**config.mk**
```make
export PLATFORM = sky130hd
export DESIGN_NAME = epoch_seconds_to_calendar_top
export DESIGN_NICKNAME = d
export VERILOG_FILES = /design/src/rtl/core/eptc_pkg.sv /design/src/rtl/core/epoch_seconds_to_calendar_top.sv /design/src/rtl/core/eptc_core.sv
export SDC_FILE = /design/constraint.sdc
export NUM_CORES = 1
export LEC_CHECK = 0
export BUFFER_PORTS_ARGS = -buffer_cell sky130_fd_sc_hd__clkbuf_2
export CAP_MARGIN = 20
export CORE_UTILIZATION = 35
export DETAILED_ROUTE_END_ITERATION = 8
export GPL_ROUTABILITY_DRIVEN = 0
export PLACE_DENSITY_LB_ADDON = 0.08
export REMOVE_ABC_BUFFERS = 1
export SYNTH_ARGS = -nofsm -noshare
export SYNTH_HDL_FRONTEND = slang
export SYNTH_SLANG_ARGS = --single-unit
```
**constraint.sdc**
```tcl
create_clock -name clk -period 11.8 [get_ports clk]
set_input_delay 0 -clock clk [delete_from_list [all_inputs] [get_ports clk]]
set_output_delay 0 -clock clk [all_outputs]
set_load 0.02 [all_outputs]
```
**src/rtl/core/eptc_pkg.sv**
```systemverilog
// Shared types, constants and month table for the epoch-to-calendar converter.
`default_nettype none
package eptc_pkg;

  localparam int unsigned SecPerMin  = 60;
  localparam int unsigned SecPerHour = 3600;
  localparam int unsigned SecPerDay  = 86400;
  localparam int unsigned BaseYear   = 1970;
  localparam int unsigned FebShort   = 28;
  localparam int unsigned Months     = 12;
  localparam logic [31:0] LastSecond = 32'd4102444799;

  // Width of the packed result word on the output channel.
  localparam int unsigned OutWidth = 40;

  // Handshake status from the sequencer to the top level.
  typedef struct packed {
    logic idle;
    logic done;
  } eptc_stat_t;

  // One converted calendar result.
  typedef struct packed {
    logic [11:0] year_number;
    logic [3:0]  month_number;
    logic [4:0]  day_of_month;
    logic [4:0]  hour;
    logic [5:0]  minute;
    logic [5:0]  second;
  } eptc_result_t;

  // Days in a month, month code 0 is January.
  function automatic logic [4:0] month_days(input logic [3:0] mon, input logic leap);
    logic [4:0] len;
    unique case (mon) inside
      4'd0, 4'd2, 4'd4, 4'd6, 4'd7, 4'd9, 4'd11: len = 5'd31;
      4'd3, 4'd5, 4'd8, 4'd10:                   len = 5'd30;
      4'd1:    len = leap ? 5'd29 : 5'(FebShort);
      default: len = 5'd31;
    endcase
    return len;
  endfunction

endpackage
`default_nettype wire

```
**src/rtl/core/epoch_seconds_to_calendar_top.sv**
```systemverilog
// Top level: stream channels, offset register and output register around the sequencer.
//
// Converts seconds since 1970-01-01 00:00:00 into second, minute, hour, day of
// month, month and year, after adding a signed whole-hour offset. The sum is
// clamped to 1970-01-01 00:00:00 .. 2099-12-31 23:59:59.
// Input channel: in_tdata carries epoch_seconds; one word accepted on
// in_tvalid & in_tready. Output channel: one calendar word per input word.
// Configuration: cfg_wen writes cfg_wdata into the 5-bit signed hour offset,
// which resets to +1; write it only while no conversion is in flight.
// Days, hours and minutes come from restoring division on the shared
// subtract-compare unit; the year walk then runs one year per cycle through
// the same unit, followed by the month walk.
// One word is converted at a time; in_tready is high only while idle, so a
// new word is taken only once the previous conversion has finished. A
// finished result sits in the output register, and the next input word can
// be accepted while it waits. If the receiver stalls, the sequencer holds its
// next result until the output register frees.
// Reset (rst_n low, synchronous) returns to idle and drops out_tvalid.
`default_nettype none
module epoch_seconds_to_calendar_top (
  input  wire logic        clk,
  input  wire logic        rst_n,
  input  wire logic        in_tvalid,
  output logic             in_tready,
  input  wire logic [31:0] in_tdata,   // [31:0] epoch_seconds
  output logic             out_tvalid,
  input  wire logic        out_tready,
  // [5:0] second, [11:6] minute, [16:12] hour, [21:17] day_of_month,
  // [25:22] month_number, [37:26] year_number, [39:38] zero
  output logic [eptc_pkg::OutWidth-1:0] out_tdata,
  input  wire logic        cfg_wen,
  input  wire logic [4:0]  cfg_wdata   // [4:0] utc_offset_hours, signed
);

  logic signed [4:0]                   offset_r;
  logic                                out_valid_r;
  logic [eptc_pkg::OutWidth-1:0]       out_data_r;
  logic                                start;
  logic                                res_free;
  eptc_pkg::eptc_stat_t                stat;
  eptc_pkg::eptc_result_t              result;

  assign in_tready = stat.idle;
  assign start     = in_tvalid && stat.idle;
  assign res_free  = !out_valid_r || out_tready;

  eptc_core u_core (
    .clk              (clk),
    .rst_n            (rst_n),
    .start            (start),
    .epoch_seconds    (in_tdata),
    .utc_offset_hours (offset_r),
    .res_free         (res_free),
    .stat             (stat),
    .result           (result)
  );

  // Hold the hour offset
  always_ff @(posedge clk) begin
    if (!rst_n) begin
      offset_r <= 5'sd1;
    end else if (cfg_wen) begin
      offset_r <= $signed(cfg_wdata);
    end
  end

  // Output register: load a finished word, drop valid once taken
  always_ff @(posedge clk) begin
    if (!rst_n) begin
      out_valid_r <= 1'b0;
    end else if (stat.done) begin
      out_valid_r <= 1'b1;
    end else if (out_tready) begin
      out_valid_r <= 1'b0;
    end
    if (stat.done) begin
      out_data_r <= {2'b00, result.year_number, result.month_number,
                     result.day_of_month, result.hour, result.minute, result.second};
    end
  end

  assign out_tvalid = out_valid_r;
  assign out_tdata  = out_data_r;

endmodule
`default_nettype wire

```
**src/rtl/core/eptc_core.sv**
```systemverilog
// Sequencer and shared subtract-compare unit that splits seconds into a calendar date.
`default_nettype none
module eptc_core (
  input  wire logic                  clk,
  input  wire logic                  rst_n,
  input  wire logic                  start,
  input  wire logic [31:0]           epoch_seconds,
  input  wire logic signed [4:0]     utc_offset_hours,
  input  wire logic                  res_free,
  output eptc_pkg::eptc_stat_t       stat,
  output eptc_pkg::eptc_result_t     result
);

  typedef enum logic [2:0] {
    S_IDLE, S_DIVD, S_DIVH, S_DIVM, S_YEAR, S_MON, S_DONE
  } state_t;

  state_t      state_r, state_nxt;
  logic [31:0] acc_r, acc_nxt;
  logic [3:0]  bit_r, bit_nxt;
  logic [15:0] days_r, days_nxt;
  logic [4:0]  hour_r, hour_nxt;
  logic [5:0]  min_r, min_nxt;
  logic [5:0]  sec_r, sec_nxt;
  logic [11:0] year_r, year_nxt;
  logic [3:0]  mon_r, mon_nxt;

  logic               leap;
  logic [31:0]        operand;
  logic [32:0]        diff;
  logic               ge;
  logic signed [17:0] off_sec;
  logic signed [33:0] total;
  logic [31:0]        start_val;

  assign leap = (year_r[1:0] == 2'b00);

  // Apply the hour offset and clamp to the supported span
  assign off_sec = 18'(utc_offset_hours) * 18'sd3600;
  assign total   = $signed({2'b00, epoch_seconds}) + 34'(off_sec);
  always_comb begin
    if (total < 34'sd0) begin
      start_val = 32'd0;
    end else if (total > $signed({2'b00, eptc_pkg::LastSecond})) begin
      start_val = eptc_pkg::LastSecond;
    end else begin
      start_val = total[31:0];
    end
  end

  // Pick the subtrahend for the shared unit
  always_comb begin
    case (state_r)
      S_DIVD:  operand = 32'(eptc_pkg::SecPerDay) << bit_r;
      S_DIVH:  operand = 32'(eptc_pkg::SecPerHour) << bit_r;
      S_DIVM:  operand = 32'(eptc_pkg::SecPerMin) << bit_r;
      S_YEAR:  operand = leap ? 32'd366 : 32'd365;
      S_MON:   operand = 32'(eptc_pkg::month_days(mon_r, leap));
      default: operand = 32'd0;
    endcase
  end

  assign diff = {1'b0, acc_r} - {1'b0, operand};
  assign ge   = !diff[32];

  // Next-state and datapath sequencing
  always_comb begin
    state_nxt = state_r;
    acc_nxt   = acc_r;
    bit_nxt   = bit_r;
    days_nxt  = days_r;
    hour_nxt  = hour_r;
    min_nxt   = min_r;
    sec_nxt   = sec_r;
    year_nxt  = year_r;
    mon_nxt   = mon_r;
    unique case (state_r)
      S_IDLE: begin
        if (start) begin
          acc_nxt   = start_val;
          bit_nxt   = 4'd15;
          state_nxt = S_DIVD;
        end
      end
      S_DIVD: begin
        if (ge) acc_nxt = diff[31:0];
        days_nxt = {days_r[14:0], ge};
        bit_nxt  = bit_r - 4'd1;
        if (bit_r == 4'd0) begin
          bit_nxt   = 4'd4;
          state_nxt = S_DIVH;
        end
      end
      S_DIVH: begin
        if (ge) acc_nxt = diff[31:0];
        hour_nxt = {hour_r[3:0], ge};
        bit_nxt  = bit_r - 4'd1;
        if (bit_r == 4'd0) begin
          bit_nxt   = 4'd5;
          state_nxt = S_DIVM;
        end
      end
      S_DIVM: begin
        if (ge) acc_nxt = diff[31:0];
        min_nxt = {min_r[4:0], ge};
        bit_nxt = bit_r - 4'd1;
        if (bit_r == 4'd0) begin
          sec_nxt   = ge ? diff[5:0] : acc_r[5:0];
          acc_nxt   = {16'd0, days_r};
          year_nxt  = 12'(eptc_pkg::BaseYear);
          state_nxt = S_YEAR;
        end
      end
      S_YEAR: begin
        if (ge) begin
          acc_nxt  = diff[31:0];
          year_nxt = year_r + 12'd1;
        end else begin
          mon_nxt   = 4'd0;
          state_nxt = S_MON;
        end
      end
      S_MON: begin
        if (ge && (mon_r != 4'(eptc_pkg::Months - 1))) begin
          acc_nxt = diff[31:0];
          mon_nxt = mon_r + 4'd1;
        end else begin
          state_nxt = S_DONE;
        end
      end
      S_DONE: begin
        if (res_free) state_nxt = S_IDLE;
      end
      default: state_nxt = S_IDLE;
    endcase
  end

  // Hold state and datapath registers
  always_ff @(posedge clk) begin
    if (!rst_n) begin
      state_r <= S_IDLE;
    end else begin
      state_r <= state_nxt;
    end
    acc_r  <= acc_nxt;
    bit_r  <= bit_nxt;
    days_r <= days_nxt;
    hour_r <= hour_nxt;
    min_r  <= min_nxt;
    sec_r  <= sec_nxt;
    year_r <= year_nxt;
    mon_r  <= mon_nxt;
  end

  assign stat.idle = (state_r == S_IDLE);
  assign stat.done = (state_r == S_DONE) && res_free;

  assign result.year_number  = year_r;
  assign result.month_number = mon_r + 4'd1;
  assign result.day_of_month = acc_r[4:0] + 5'd1;
  assign result.hour         = hour_r;
  assign result.minute       = min_r;
  assign result.second       = sec_r;

  // A new word only starts from idle
  a_start_idle: assert property (@(posedge clk) disable iff (!rst_n)
    start |-> (state_r == S_IDLE)) else $error("start outside idle");

  // Clamping keeps the year walk inside the supported span
  a_year_span: assert property (@(posedge clk) disable iff (!rst_n)
    (state_r == S_YEAR) |-> (year_r <= 12'd2099)) else $error("year walk overran");

  // Month walk never passes December
  a_mon_span: assert property (@(posedge clk) disable iff (!rst_n)
    (state_r == S_MON) |-> (mon_r < 4'd12)) else $error("month walk overran");

  // Time of day is in range when the result is handed off
  a_tod_range: assert property (@(posedge clk) disable iff (!rst_n)
    stat.done |-> (hour_r < 5'd24) && (min_r < 6'd60) && (sec_r < 6'd60))
    else $error("time of day out of range");

  // Day walk leaves fewer than one month of days
  a_day_range: assert property (@(posedge clk) disable iff (!rst_n)
    stat.done |-> (acc_r < 32'd31)) else $error("day of month out of range");

endmodule
`default_nettype wire

```
==> out/metrics.yaml, run 1 <==
status: "complete, no violations"
dieWidth_um: 173.0
ant_nets: 0
port_buffers: 81
syn_inst: 1096
max_cap_viol_count: 0
cp_data_arrival_time_ps: 7250
synth_common_cells: "nand2_1 (127), edfxtp_1 (123), ha_1 (88), a21oi_1 (77), nor2_1 (74)"
drive_gt1_share_pct: 13.30
peakVddDrop_mv: 0.1031
clock_latency_ps: 430
htreeDepth: 4
grt_usage_pct: 18.50
rows: 62
path_clk_slew_ps: 70
dp_hpwl_um: 20140
finalClockSkew_ps: 16.28
slew_viol_final: 0
grt_max_degree: 39
cts.path.max_buffers: 2
cts.sinks: 132
seqPwrFrac_pct: 26.8
synth.most_common_cell: "nand2_1"
grt-ovfl-total: 0
diodes: 0
syn2layout_area_growth_pct: 14.77
final_nets: 1313
dr.pass1.iters: 5
finalCriticalPeriod_ps: 7125
design.core.area_mm2: 0.02878
synth-seq-cells: 132
combPwrFrac_pct: 55.6
maxSlewHeadroom_pct: 29.64
layout_setup_ws_ps: 4675
synth.avg_cell_area_um2: 9.343
power.density_mw_per_mm2: 247.7
grt_antenna_before_repair: 1
cts_tree: "done"
setup-tns-final_ps: 0
crit_end: "u_core.acc_r[7]"
reg2reg_from: "offset_r[4]"
total_leakage_power_nw: 4.696
cts-root-buf: "clkbuf_16"
power_mw: 2.912
reg2regPathDepth: 23
nFillCells: 2914
synth.distinct_cells: 80
start_util_pct: 35.58
crit_type: "reg -> reg"
required_ps: 11920
cts_buffers: 17
synth_edf_count: 123
end_kind: "register"
drc: 0
tightest_slew_ps: 1055
instances_no_fill: 1572
synth_area_leader_cell: "edfxtp_1"
num_vias: 8602
swShare_pct: 44.63
switchingPower_mw: 1.300
critPathLaunchType: "register"
drt_iter0_markers: 717
yosys_warnings: 0
syn_area_mm2: 0.01024
die_area_mm2: 0.02994
multi_input_area_mm2: 0.005991
dp.cells: 1524
dpl_cell_area_mm2: 0.01102
grt_pass1_vias: 8387
netlist.area_leader.share_pct: 36.07
wl_per_cell_um: 17.34
cts_setup_buffers: 0
setup_viol: 0
seqCellArea_mm2: 0.003874
routed_wl_um: 27260
design_area_mm2: 0.01175
async_flop_share_pct: 0
fmax_mhz: 140.3
dominantRegCellSynth: "edfxtp_1"
rrSetupSlack_ps: 4670
hold_viol: 0
crit_start: "offset_r[4]"
rsz0062_at_grt: "false"
power_frac_clock_pct: 17.6
fp.dieH_um: 173.0
min-delay-path-class: "in -> reg"
via_per_inst: 5.472
power.internal_mw: 1.612
pre_cts_ws_ps: 4688
synth.area.top_cells: "edfxtp_1 (36%), ha_1 (11%), nand2_1 (4.7%), a21oi_1 (3.8%), xnor2_1 (3.6%)"
cp_max_fo: 20
r2r_end: "u_core.acc_r[7]"
synth-seq-area-share_pct: 37.83
ioPinCount: 84
finalCritPeriodShare_pct: 60.38
grt_pass1_wl_um: 44760
==> logic make-up (layout without fill, tap and decap cells) <==
group	count (synthesis)	count (layout)	synth area share, %
DFF	132	132	37.83
and+or+nand+nor	354	354	16.67
other	1	2	0.03662
adders and majority gates	96	96	12.32
xor gates and xnor gates	72	72	6.158
muxes	14	14	1.478
AOI/OAI and AO/OA	331	331	21.65
buffers and inverters	96	187	3.861
==> final cells by class <==
type | instances | share of cell area, %
Multi-Input combinational cell | 869 | 50.97
Sequential cell | 132 | 32.96
Timing Repair Buffer | 112 | 5.813
Tap cell | 384 | 4.088
Clock buffer | 17 | 3.620
Inverter | 43 | 1.373
Clock inverter | 15 | 1.171
==> through the flow <==
stage / hold slack (ps) / utilization [%]
floorplan: 61.94 / -
global placement: 215.9 / 38.31
detailed placement: 223.5 / 38.31
CTS: 18.49 / 40.78
global route: 54.55 / 40.84
finish: 25.60 / 40.84
==> cell usage in the layout, fill, tap and decap left out, types with 10 or more instances in the layout <==
cell / instances
ha_1: 88
nand2b_1: 13
a31oi_1: 12
a22oi_1: 22
dlygate4sd3_1: 15
xnor2_1: 42
inv_1: 42
clkbuf_16: 17
edfxtp_1: 123
nor2b_1: 13
nand3_1: 35
o211ai_1: 20
xor2_1: 30
nand2_1: 127
o21a_1: 16
a21o_1: 23
o21ai_0: 69
buf_4: 15
clkbuf_2: 81
nor2_1: 73
nor3_1: 21
and3_1: 14
a222oi_1: 14
a21oi_1: 76
and2_1: 10
==> state kept, by name, indices dropped and copies added, names as in the netlist <==
| signal | count |
|---|---|
| u_core.days_r | 16 |
| out_tdata | 38 |
| u_core.sec_r | 6 |
| offset_r | 5 |
| u_core.hour_r | 5 |
| u_core.mon_r | 4 |
| u_core.acc_r | 32 |
| u_core.min_r | 6 |
| out_tvalid | 1 |
| u_core.bit_r | 4 |
| u_core.year_r | 12 |
| u_core.state_r | 3 |
==> critical path, cell delays in order (launching register included) <==
cell and delay, ps:
dfxtp_1 470, fa_1 560, inv_1 50, fa_1 500, inv_1 60, fa_1 560
inv_1 70, fa_1 450, nor2b_1 130, o21a_1 130, o21ai_0 100, nand3b_1 100
o21ai_1 70, buf_4 230, ha_1 340, a21oi_1 340, o221ai_1 210, a21boi_0 460
a21oi_1 140, or3_1 390, a22oi_1 290, a211oi_4 160, o21ai_2 800, o211ai_1 200
==> worst min path at each step <==
stage,startpoint,to,slack [ps],cells past startpoint
floorplan,rst_n,offset_r[0],60,1
global placement,cfg_wdata[0],offset_r[0],220,3
detailed placement,cfg_wdata[0],offset_r[0],220,3
CTS,rst_n,offset_r[3],20,2
global route,rst_n,offset_r[1],50,2
finish,rst_n,u_core.state_r[0],30,3
==> power groups by stage <==
stage / clock [mW] / combinational, mW / sequential, mW
3_5_place_dp: 0 / 1.59 / 0.786
6_report: 0.514 / 1.62 / 0.780
2_1_floorplan: 0 / 1.20 / 0.760
5_1_grt: 0.541 / 1.82 / 0.793
3_3_place_gp: 0 / 1.60 / 0.789
4_1_cts: 0.525 / 1.62 / 0.778
==> routing by layer <==
| metal | vias to the layer above | track usage, % | part of all wire (%) |
|---|---|---|---|
| met2 | 205 | 30.91 | 47 |
| met1 | 4090 | 24.82 | 48 |
| met5 | - | 0 | 0.062 |
| met3 | 32 | 2.573 | 3.6 |
| met4 | 2 | 5.457 | 1.8 |
| li1 | 4273 | - | - |
==> repair_timing <==
action | 4_1_cts | 5_1_grt
endpoints found under the hold margin | 9 | 0
gates resized for setup | 0 | 0
hold buffers | 15 | 0
No activity file was read; power rests on OpenSTA's default activity.
==> inputs of run 2 (changes only) <==
==> constraint.sdc (replaced) <==
create_clock -name clk -period 6.4 [get_ports clk]
set_input_delay 0 -clock clk [delete_from_list [all_inputs] [get_ports clk]]
set_output_delay 0 -clock clk [all_outputs]
set_load 0.02 [all_outputs]
==> run 2 against run 1 <==
Against the previous run:
- utilization increased by 2.0 points
- count of clock-buffer cells in the layout unchanged
- via count increased by 1.1%
- sequential cell count unchanged
- non-clock buffer count increased by 46
- sequential power increased by 81%
- worst hold slack got worse by 25 ps
- register-to-register slack got worse by 4300 ps
- cell area increased by 4.8%
- global-route usage increased by 0.10 points
- total power increased by 93%
- worst setup slack got worse by 4300 ps
- critical path type unchanged
==> out/metrics.yaml, run 2 (synthesis results as in run 1) <==
status: "complete, no violations"
diodes: 0  # unchanged
design.core.area_mm2: 0.02878  # unchanged
drt_iter0_markers: 603  # -16%
swShare_pct: 43.61  # -1.0 points
syn2layout_area_growth_pct: 20.31
hold_ws_ps: 0.5259  # -25.07 ps
seqPwrFrac_pct: 25.1  # -1.7 points
power_frac_clock_pct: 17.6  # about the same
port_buffers: 81  # unchanged
routed_wl_um: 27580  # +1.2%
instances_no_fill: 1618  # +2.9%
fmax_mhz: 166.2  # +18%
design_area_mm2: 0.01232  # +4.8%
final_common_cell: "nand2_1"
dpl_cell_area_mm2: 0.01142  # +3.6%
cts_tree: "done"
layout_setup_ws_ps: 383.8  # -4291 ps
power_mw: 5.623  # +93%
crit_type: "reg -> reg"
final_nets: 1359  # +3.5%
largest_reg_flops: 38  # unchanged
path_clk_slew_ps: 70  # about the same
end_kind: "register"
pre_cts_ws_ps: -271.1  # -4959 ps
num_vias: 8700  # +1.1%
cts.sinks: 132  # unchanged
total_leakage_power_nw: 4.962  # +5.6%
ant_nets: 0  # unchanged
finalCriticalPeriod_ps: 6016  # -1109 ps
via_per_inst: 5.377  # -1.7%
seqCellArea_mm2: 0.003874  # unchanged
peakVddDrop_mv: 0.2182  # +110%
finalClockSkew_ps: 13.42  # -2.858 ps
finalCritPeriodShare_pct: 94.00  # +34 points
power.density_mw_per_mm2: 456.4  # +84%
grt-ovfl-total: 0  # unchanged
grt_pass1_vias: 8580  # +2.3%
dp.cells: 1570  # +3.0%
dieWidth_um: 173.0  # unchanged
fp.dieH_um: 173.0  # unchanged
grt_usage_pct: 18.60  # +0.10 points
htreeDepth: 4  # unchanged
cts.path.max_buffers: 2  # unchanged
dr.pass1.iters: 5  # unchanged
rows: 62  # unchanged
dp_hpwl_um: 20800  # +3.3%
final_cell_mix: "nand2_1 (127), edfxtp_1 (123), ha_1 (82)"
grt_max_degree: 39  # unchanged
switchingPower_mw: 2.452  # +89%
min-delay-path-class: "in -> reg"
grt_pass1_wl_um: 44770  # about the same
setup_viol: 0  # unchanged
tightest_slew_ps: 814.5  # -241.0 ps
max_cap_viol_count: 0  # unchanged
multi_input_area_mm2: 0.006133  # +2.4%
hold_viol: 0  # unchanged
clock_latency_ps: 420  # about the same
drive_gt1_share_pct: 18.88  # +5.6 points
cts_buffers: 17  # unchanged
power.internal_mw: 3.171  # +97%
cp_data_arrival_time_ps: 6280  # -970 ps
rsz0062_at_grt: "false"
combPwrFrac_pct: 57.3  # +1.7 points
required_ps: 6660  # -5260 ps
nFillCells: 2865  # -1.7%
start_util_pct: 35.58  # unchanged
cp_max_fo: 16  # -20%
wl_per_cell_um: 17.05  # -1.7%
grt_antenna_before_repair: 0  # -1
die_area_mm2: 0.02994  # unchanged
ioPinCount: 84  # unchanged
slew_viol_final: 0  # unchanged
critPathLaunchType: "register"
maxSlewHeadroom_pct: 45.70  # +16 points
cts-root-buf: "clkbuf_16"
drc: 0  # unchanged
-- run 2: changes by cell type in the layout (fill, tap and decap cells not counted), sizes merged --
cell and change:
clkinvlp +1, clkinv -3, buf +47, dlygate4sd3 -1, bufinv +1, inv +1
-- run 2: power by group through the flow --
stage | clock network [mW] | logic (mW) | registers [mW]
final | 0.989 | 3.22 | 1.41
after global routing | 1.05 | 3.58 | 1.43
after CTS | 1.02 | 3.19 | 1.41
after detailed placement | 0 | 3.15 | 1.42
after global placement | 0 | 3.16 | 1.43
after floorplan | 0 | 2.21 | 1.40
-- run 2: worst max-delay path: stages (launching register included) --
cell and delay, ps:
dfxtp_1 330, fa_1 530, inv_1 50, fa_1 490, inv_1 50, fa_1 570, inv_1 70, fa_2 400
nor2b_1 120, o21a_1 130, o21ai_1 90, o21ai_2 310, buf_6 180, ha_2 310, a21oi_2 150, o21bai_1 70
a21o_1 200, a221o_1 370, or4b_1 500, a41o_1 250, a211oi_4 270, o21ai_2 120, buf_12 170, o211ai_1 90
-- run 2: layout make-up --
cell class,instances,area share (%)
multi-input cells,869,49.79
flip-flops and latches,132,31.44
repair buffers,158,8.806
well taps,384,3.900
clock buffers,17,3.453
inverters,43,1.310
clock inverters,15,1.300
-- run 2: per-layer routing --
metal | share of wire [%] | GRT usage, %
met3 | 3.2 | 2.023
met5 | 0 | 0
met2 | 47 | 31.03
met4 | 2.0 | 6.047
met1 | 48 | 25.16
-- run 2: stage by stage --
| stage | TNS, ps | util [%] |
|---|---|---|
| finish | 0 | 42.81 |
| global route | 0 | 42.81 |
| CTS | 0 | 42.24 |
| detailed placement | -271.1 | 39.67 |
| global placement | -257.4 | 39.67 |
| floorplan | -22480 | - |
-- run 2: repair_timing --
item / in CTS / in global routing
resized for setup: 3 / 37
buffers inserted: 0 / 1
hold buffers: 14 / 0
gates cloned: 0 / 1
hold endpoints to repair: 8 / 0
endpoints found under the setup margin: 1 / 31
pin swaps: 0 / 7
-- run 2: path summary, 6_finish.rpt --
path / cells after the start / to / start / slack [ps]
hold reg to reg: 0 / out_tdata[4] / u_core.sec_r[4] / 410
hold / removal: 3 / u_core.acc_r[2] / in_tdata[2] / 0.5
setup / recovery: 23 / u_core.acc_r[0] / offset_r[2] / 380
setup reg to reg: 23 / u_core.acc_r[0] / offset_r[2] / 380
==> inputs of run 3 (changes only) <==
--- a/config.mk
+++ b/config.mk
@@ -7,6 +7,8 @@
 export LEC_CHECK = 0
 export BUFFER_PORTS_ARGS = -buffer_cell sky130_fd_sc_hd__clkbuf_2
 export CAP_MARGIN = 20
+export CELL_PAD_IN_SITES_DETAIL_PLACEMENT = 1
+export CELL_PAD_IN_SITES_GLOBAL_PLACEMENT = 1
 export CORE_UTILIZATION = 35
 export DETAILED_ROUTE_END_ITERATION = 8
 export GPL_ROUTABILITY_DRIVEN = 0
==> run 3 against run 2 <==
Against the previous run:
- critical path depth rose by 2
- die area unchanged
- first-iteration DRC count fell by 16%
- count of clock-buffer cells in the layout unchanged
- non-clock buffer count rose by 6
- via count grew 1.6%
- fmax decreased by 1.7%
- final cell count rose by 0.37%
- sequential power barely moved
- worst setup slack lost 100 ps
- total power grew 0.92%
- utilization is 0.28 points higher
- highest routed layer unchanged
- critical path type unchanged
==> out/metrics.yaml, run 3 (synthesis results as in run 1) <==
ioPinCount: 84  # unchanged
grt_antenna_before_repair: 0  # unchanged
drc: 0  # unchanged
required_ps: 6660  # about the same
rows: 62  # unchanged
largest_reg_flops: 38  # unchanged
grt.met3_usage_pct: 2.814  # +0.79 points
fmax_mhz: 163.4  # -1.7%
path_clk_slew_ps: 70  # about the same
finalCriticalPeriod_ps: 6118  # +102.0 ps
crit_type: "reg -> reg"
dp.cells: 1565  # -0.32%
power.internal_mw: 3.152  # -0.58%
port_buffers: 81  # unchanged
tightest_slew_ps: 1038  # +223.9 ps
instances_no_fill: 1624  # +0.37%
rrSetupSlack_ps: 280  # -100 ps
design.core.area_mm2: 0.02878  # unchanged
top_usage_layer: "met2"
switchingPower_mw: 2.522  # +2.9%
grtUsageMet1_pct: 27.31  # +2.1 points
final_nets: 1365  # +0.44%
seqPwrFrac_pct: 24.8  # -0.3 points
start_util_pct: 35.58  # unchanged
cts.sinks: 132  # unchanged
critPathLaunchType: "register"
diodes: 0  # unchanged
finalClockSkew_ps: 10.98  # -2.443 ps
grt_pass1_wl_um: 49510  # +11%
swShare_pct: 44.45  # +0.84 points
nFillCells: 3311  # +16%
peakVddDrop_mv: 0.2144  # -1.7%
cp_max_fo: 16  # unchanged
final_core_util_pct: 43.09  # +0.28 points
end_kind: "register"
power_frac_clock_pct: 17.1  # -0.5 points
htreeDepth: 4  # unchanged
cts-root-buf: "clkbuf_16"
grt_usage_pct: 20.63  # +2.0 points
grt.met2_usage_pct: 35.75  # +4.7 points
dp_hpwl_um: 22970  # +10%
crit_start: "offset_r[2]"
dieWidth_um: 173.0  # unchanged
setup-tns-final_ps: 0  # unchanged
wl_per_cell_um: 18.77  # +10%
cts.path.max_buffers: 2  # unchanged
ant_nets: 0  # unchanged
drive_gt1_share_pct: 18.95  # +0.070 points
crit_end: "u_core.acc_r[7]"
fp.dieH_um: 173.0  # unchanged
total_leakage_power_nw: 5.004  # +0.86%
min-delay-path-class: "in -> reg"
cts_tree: "done"
num_vias: 8837  # +1.6%
setup_viol: 0  # unchanged
grt_pass1_vias: 9179  # +7.0%
grt-ovfl-total: 0  # unchanged
routed_wl_um: 30490  # +11%
status: "complete, no violations"
reg2reg_from: "offset_r[2]"
finalCritPeriodShare_pct: 95.60  # +1.6 points
combPwrFrac_pct: 58.1  # +0.8 points
max_cap_viol_count: 0  # unchanged
final_cell_mix: "nand2_1 (127), edfxtp_1 (123), ha_1 (83)"
maxSlewHeadroom_pct: 30.63  # -15 points
syn2layout_area_growth_pct: 21.10
dr.pass1.iters: 5  # unchanged
grt_max_degree: 33  # -15%
final_common_cell: "nand2_1"
die_area_mm2: 0.02994  # unchanged
hold_viol: 0  # unchanged
clock_latency_ps: 430  # about the same
reg2regPathDepth: 25  # +8.7%
via_per_inst: 5.442  # +1.2%
r2r_end: "u_core.acc_r[7]"
slew_viol_final: 0  # unchanged
cts_buffers: 17  # unchanged
drt_iter0_markers: 508  # -16%
power.density_mw_per_mm2: 457.6  # +0.26%
cp_data_arrival_time_ps: 6380  # +100 ps
-- run 3: cell types whose count changed in the layout (fill, tap and decap cells not counted), moves of 2 or more --
cell and delta:
o21ai_1 +5, buf_4 -2, o21ai_0 -4, buf_6 +2, inv_8 -4, inv_6 +2, dlygate4sd3_1 +5, buf_12 +2
-- run 3: metrics by stage --
step                hold slack (ps)  area (um^2)  worst slack (ps)  power (mW)
detailed placement            232.3        11400            -124.9       4.644
floorplan                     61.94        10010            -786.3       3.610
CTS                           52.06        12170             32.66       5.671
global route                  96.14        12400            -35.66       6.132
finish                        80.85        12400             281.9       5.675
global placement              217.0        11400            -40.04       4.619
-- run 3: how the worst min path moves through the flow --
stage / start / depth (start not counted) / slack (ps) / to
6_report: in_tdata[4] / 4 / 80 / u_core.acc_r[4]
5_1_grt: in_tdata[4] / 4 / 100 / u_core.acc_r[4]
4_1_cts: in_tdata[4] / 4 / 50 / u_core.acc_r[4]
3_5_place_dp: cfg_wdata[0] / 3 / 230 / offset_r[0]
3_3_place_gp: cfg_wdata[0] / 3 / 220 / offset_r[0]
2_1_floorplan: rst_n / 1 / 60 / offset_r[0]
-- run 3: routing by layer --
metal  vias to the layer above  share of wire [%]
met2                       137                 49
met1                      4309                 47
met3                        22                2.7
li1                       4369                  -
met4                         0                1.1
met5                         -                  0
-- run 3: power groups by stage --
| stage | sequential, mW | clock [mW] | combinational, mW |
|---|---|---|---|
| final | 1.41 | 0.971 | 3.30 |
| after floorplan | 1.40 | 0 | 2.21 |
| after global routing | 1.43 | 1.03 | 3.67 |
| after CTS | 1.40 | 0.995 | 3.27 |
| after global placement | 1.42 | 0 | 3.20 |
| after detailed placement | 1.42 | 0 | 3.23 |
-- run 3: layout make-up --
| type | instances | area (um^2) | area share, % |
|---|---|---|---|
| repair buffers | 164 | 1187 | 9.575 |
| flip-flops and latches | 132 | 3875 | 31.25 |
| well taps | 384 | 480.5 | 3.874 |
| clock inverters | 15 | 145.1 | 1.170 |
| inverters | 43 | 161.4 | 1.302 |
| multi-input cells | 869 | 6126 | 49.40 |
| clock buffers | 17 | 425.4 | 3.431 |
-- run 3: worst max-delay path, stage by stage (launching register included) --
cell and delay, ps:
dfxtp_2 330, fa_1 530, inv_1 50, fa_1 500, inv_1 50, fa_1 550, inv_2 50, fa_2 400
nor2b_1 120, o21a_1 150, o21ai_1 90, nand3b_1 110, o21ai_2 60, buf_4 150, clkbuf_16 160, ha_1 300
buf_4 170, and3_1 190, and3_1 200, a221o_1 370, or4b_1 510, a41o_1 240, a211oi_4 270, o21ai_2 120
buf_12 170, o211ai_1 100
-- run 3: what timing repair did --
action	in CTS	in global routing
pin swaps	0	15
endpoints found under the setup margin	27	31
hold buffers	19	0
hold endpoints to repair	11	0
buffers inserted	0	5
cloned	0	2
resized for setup	2	41
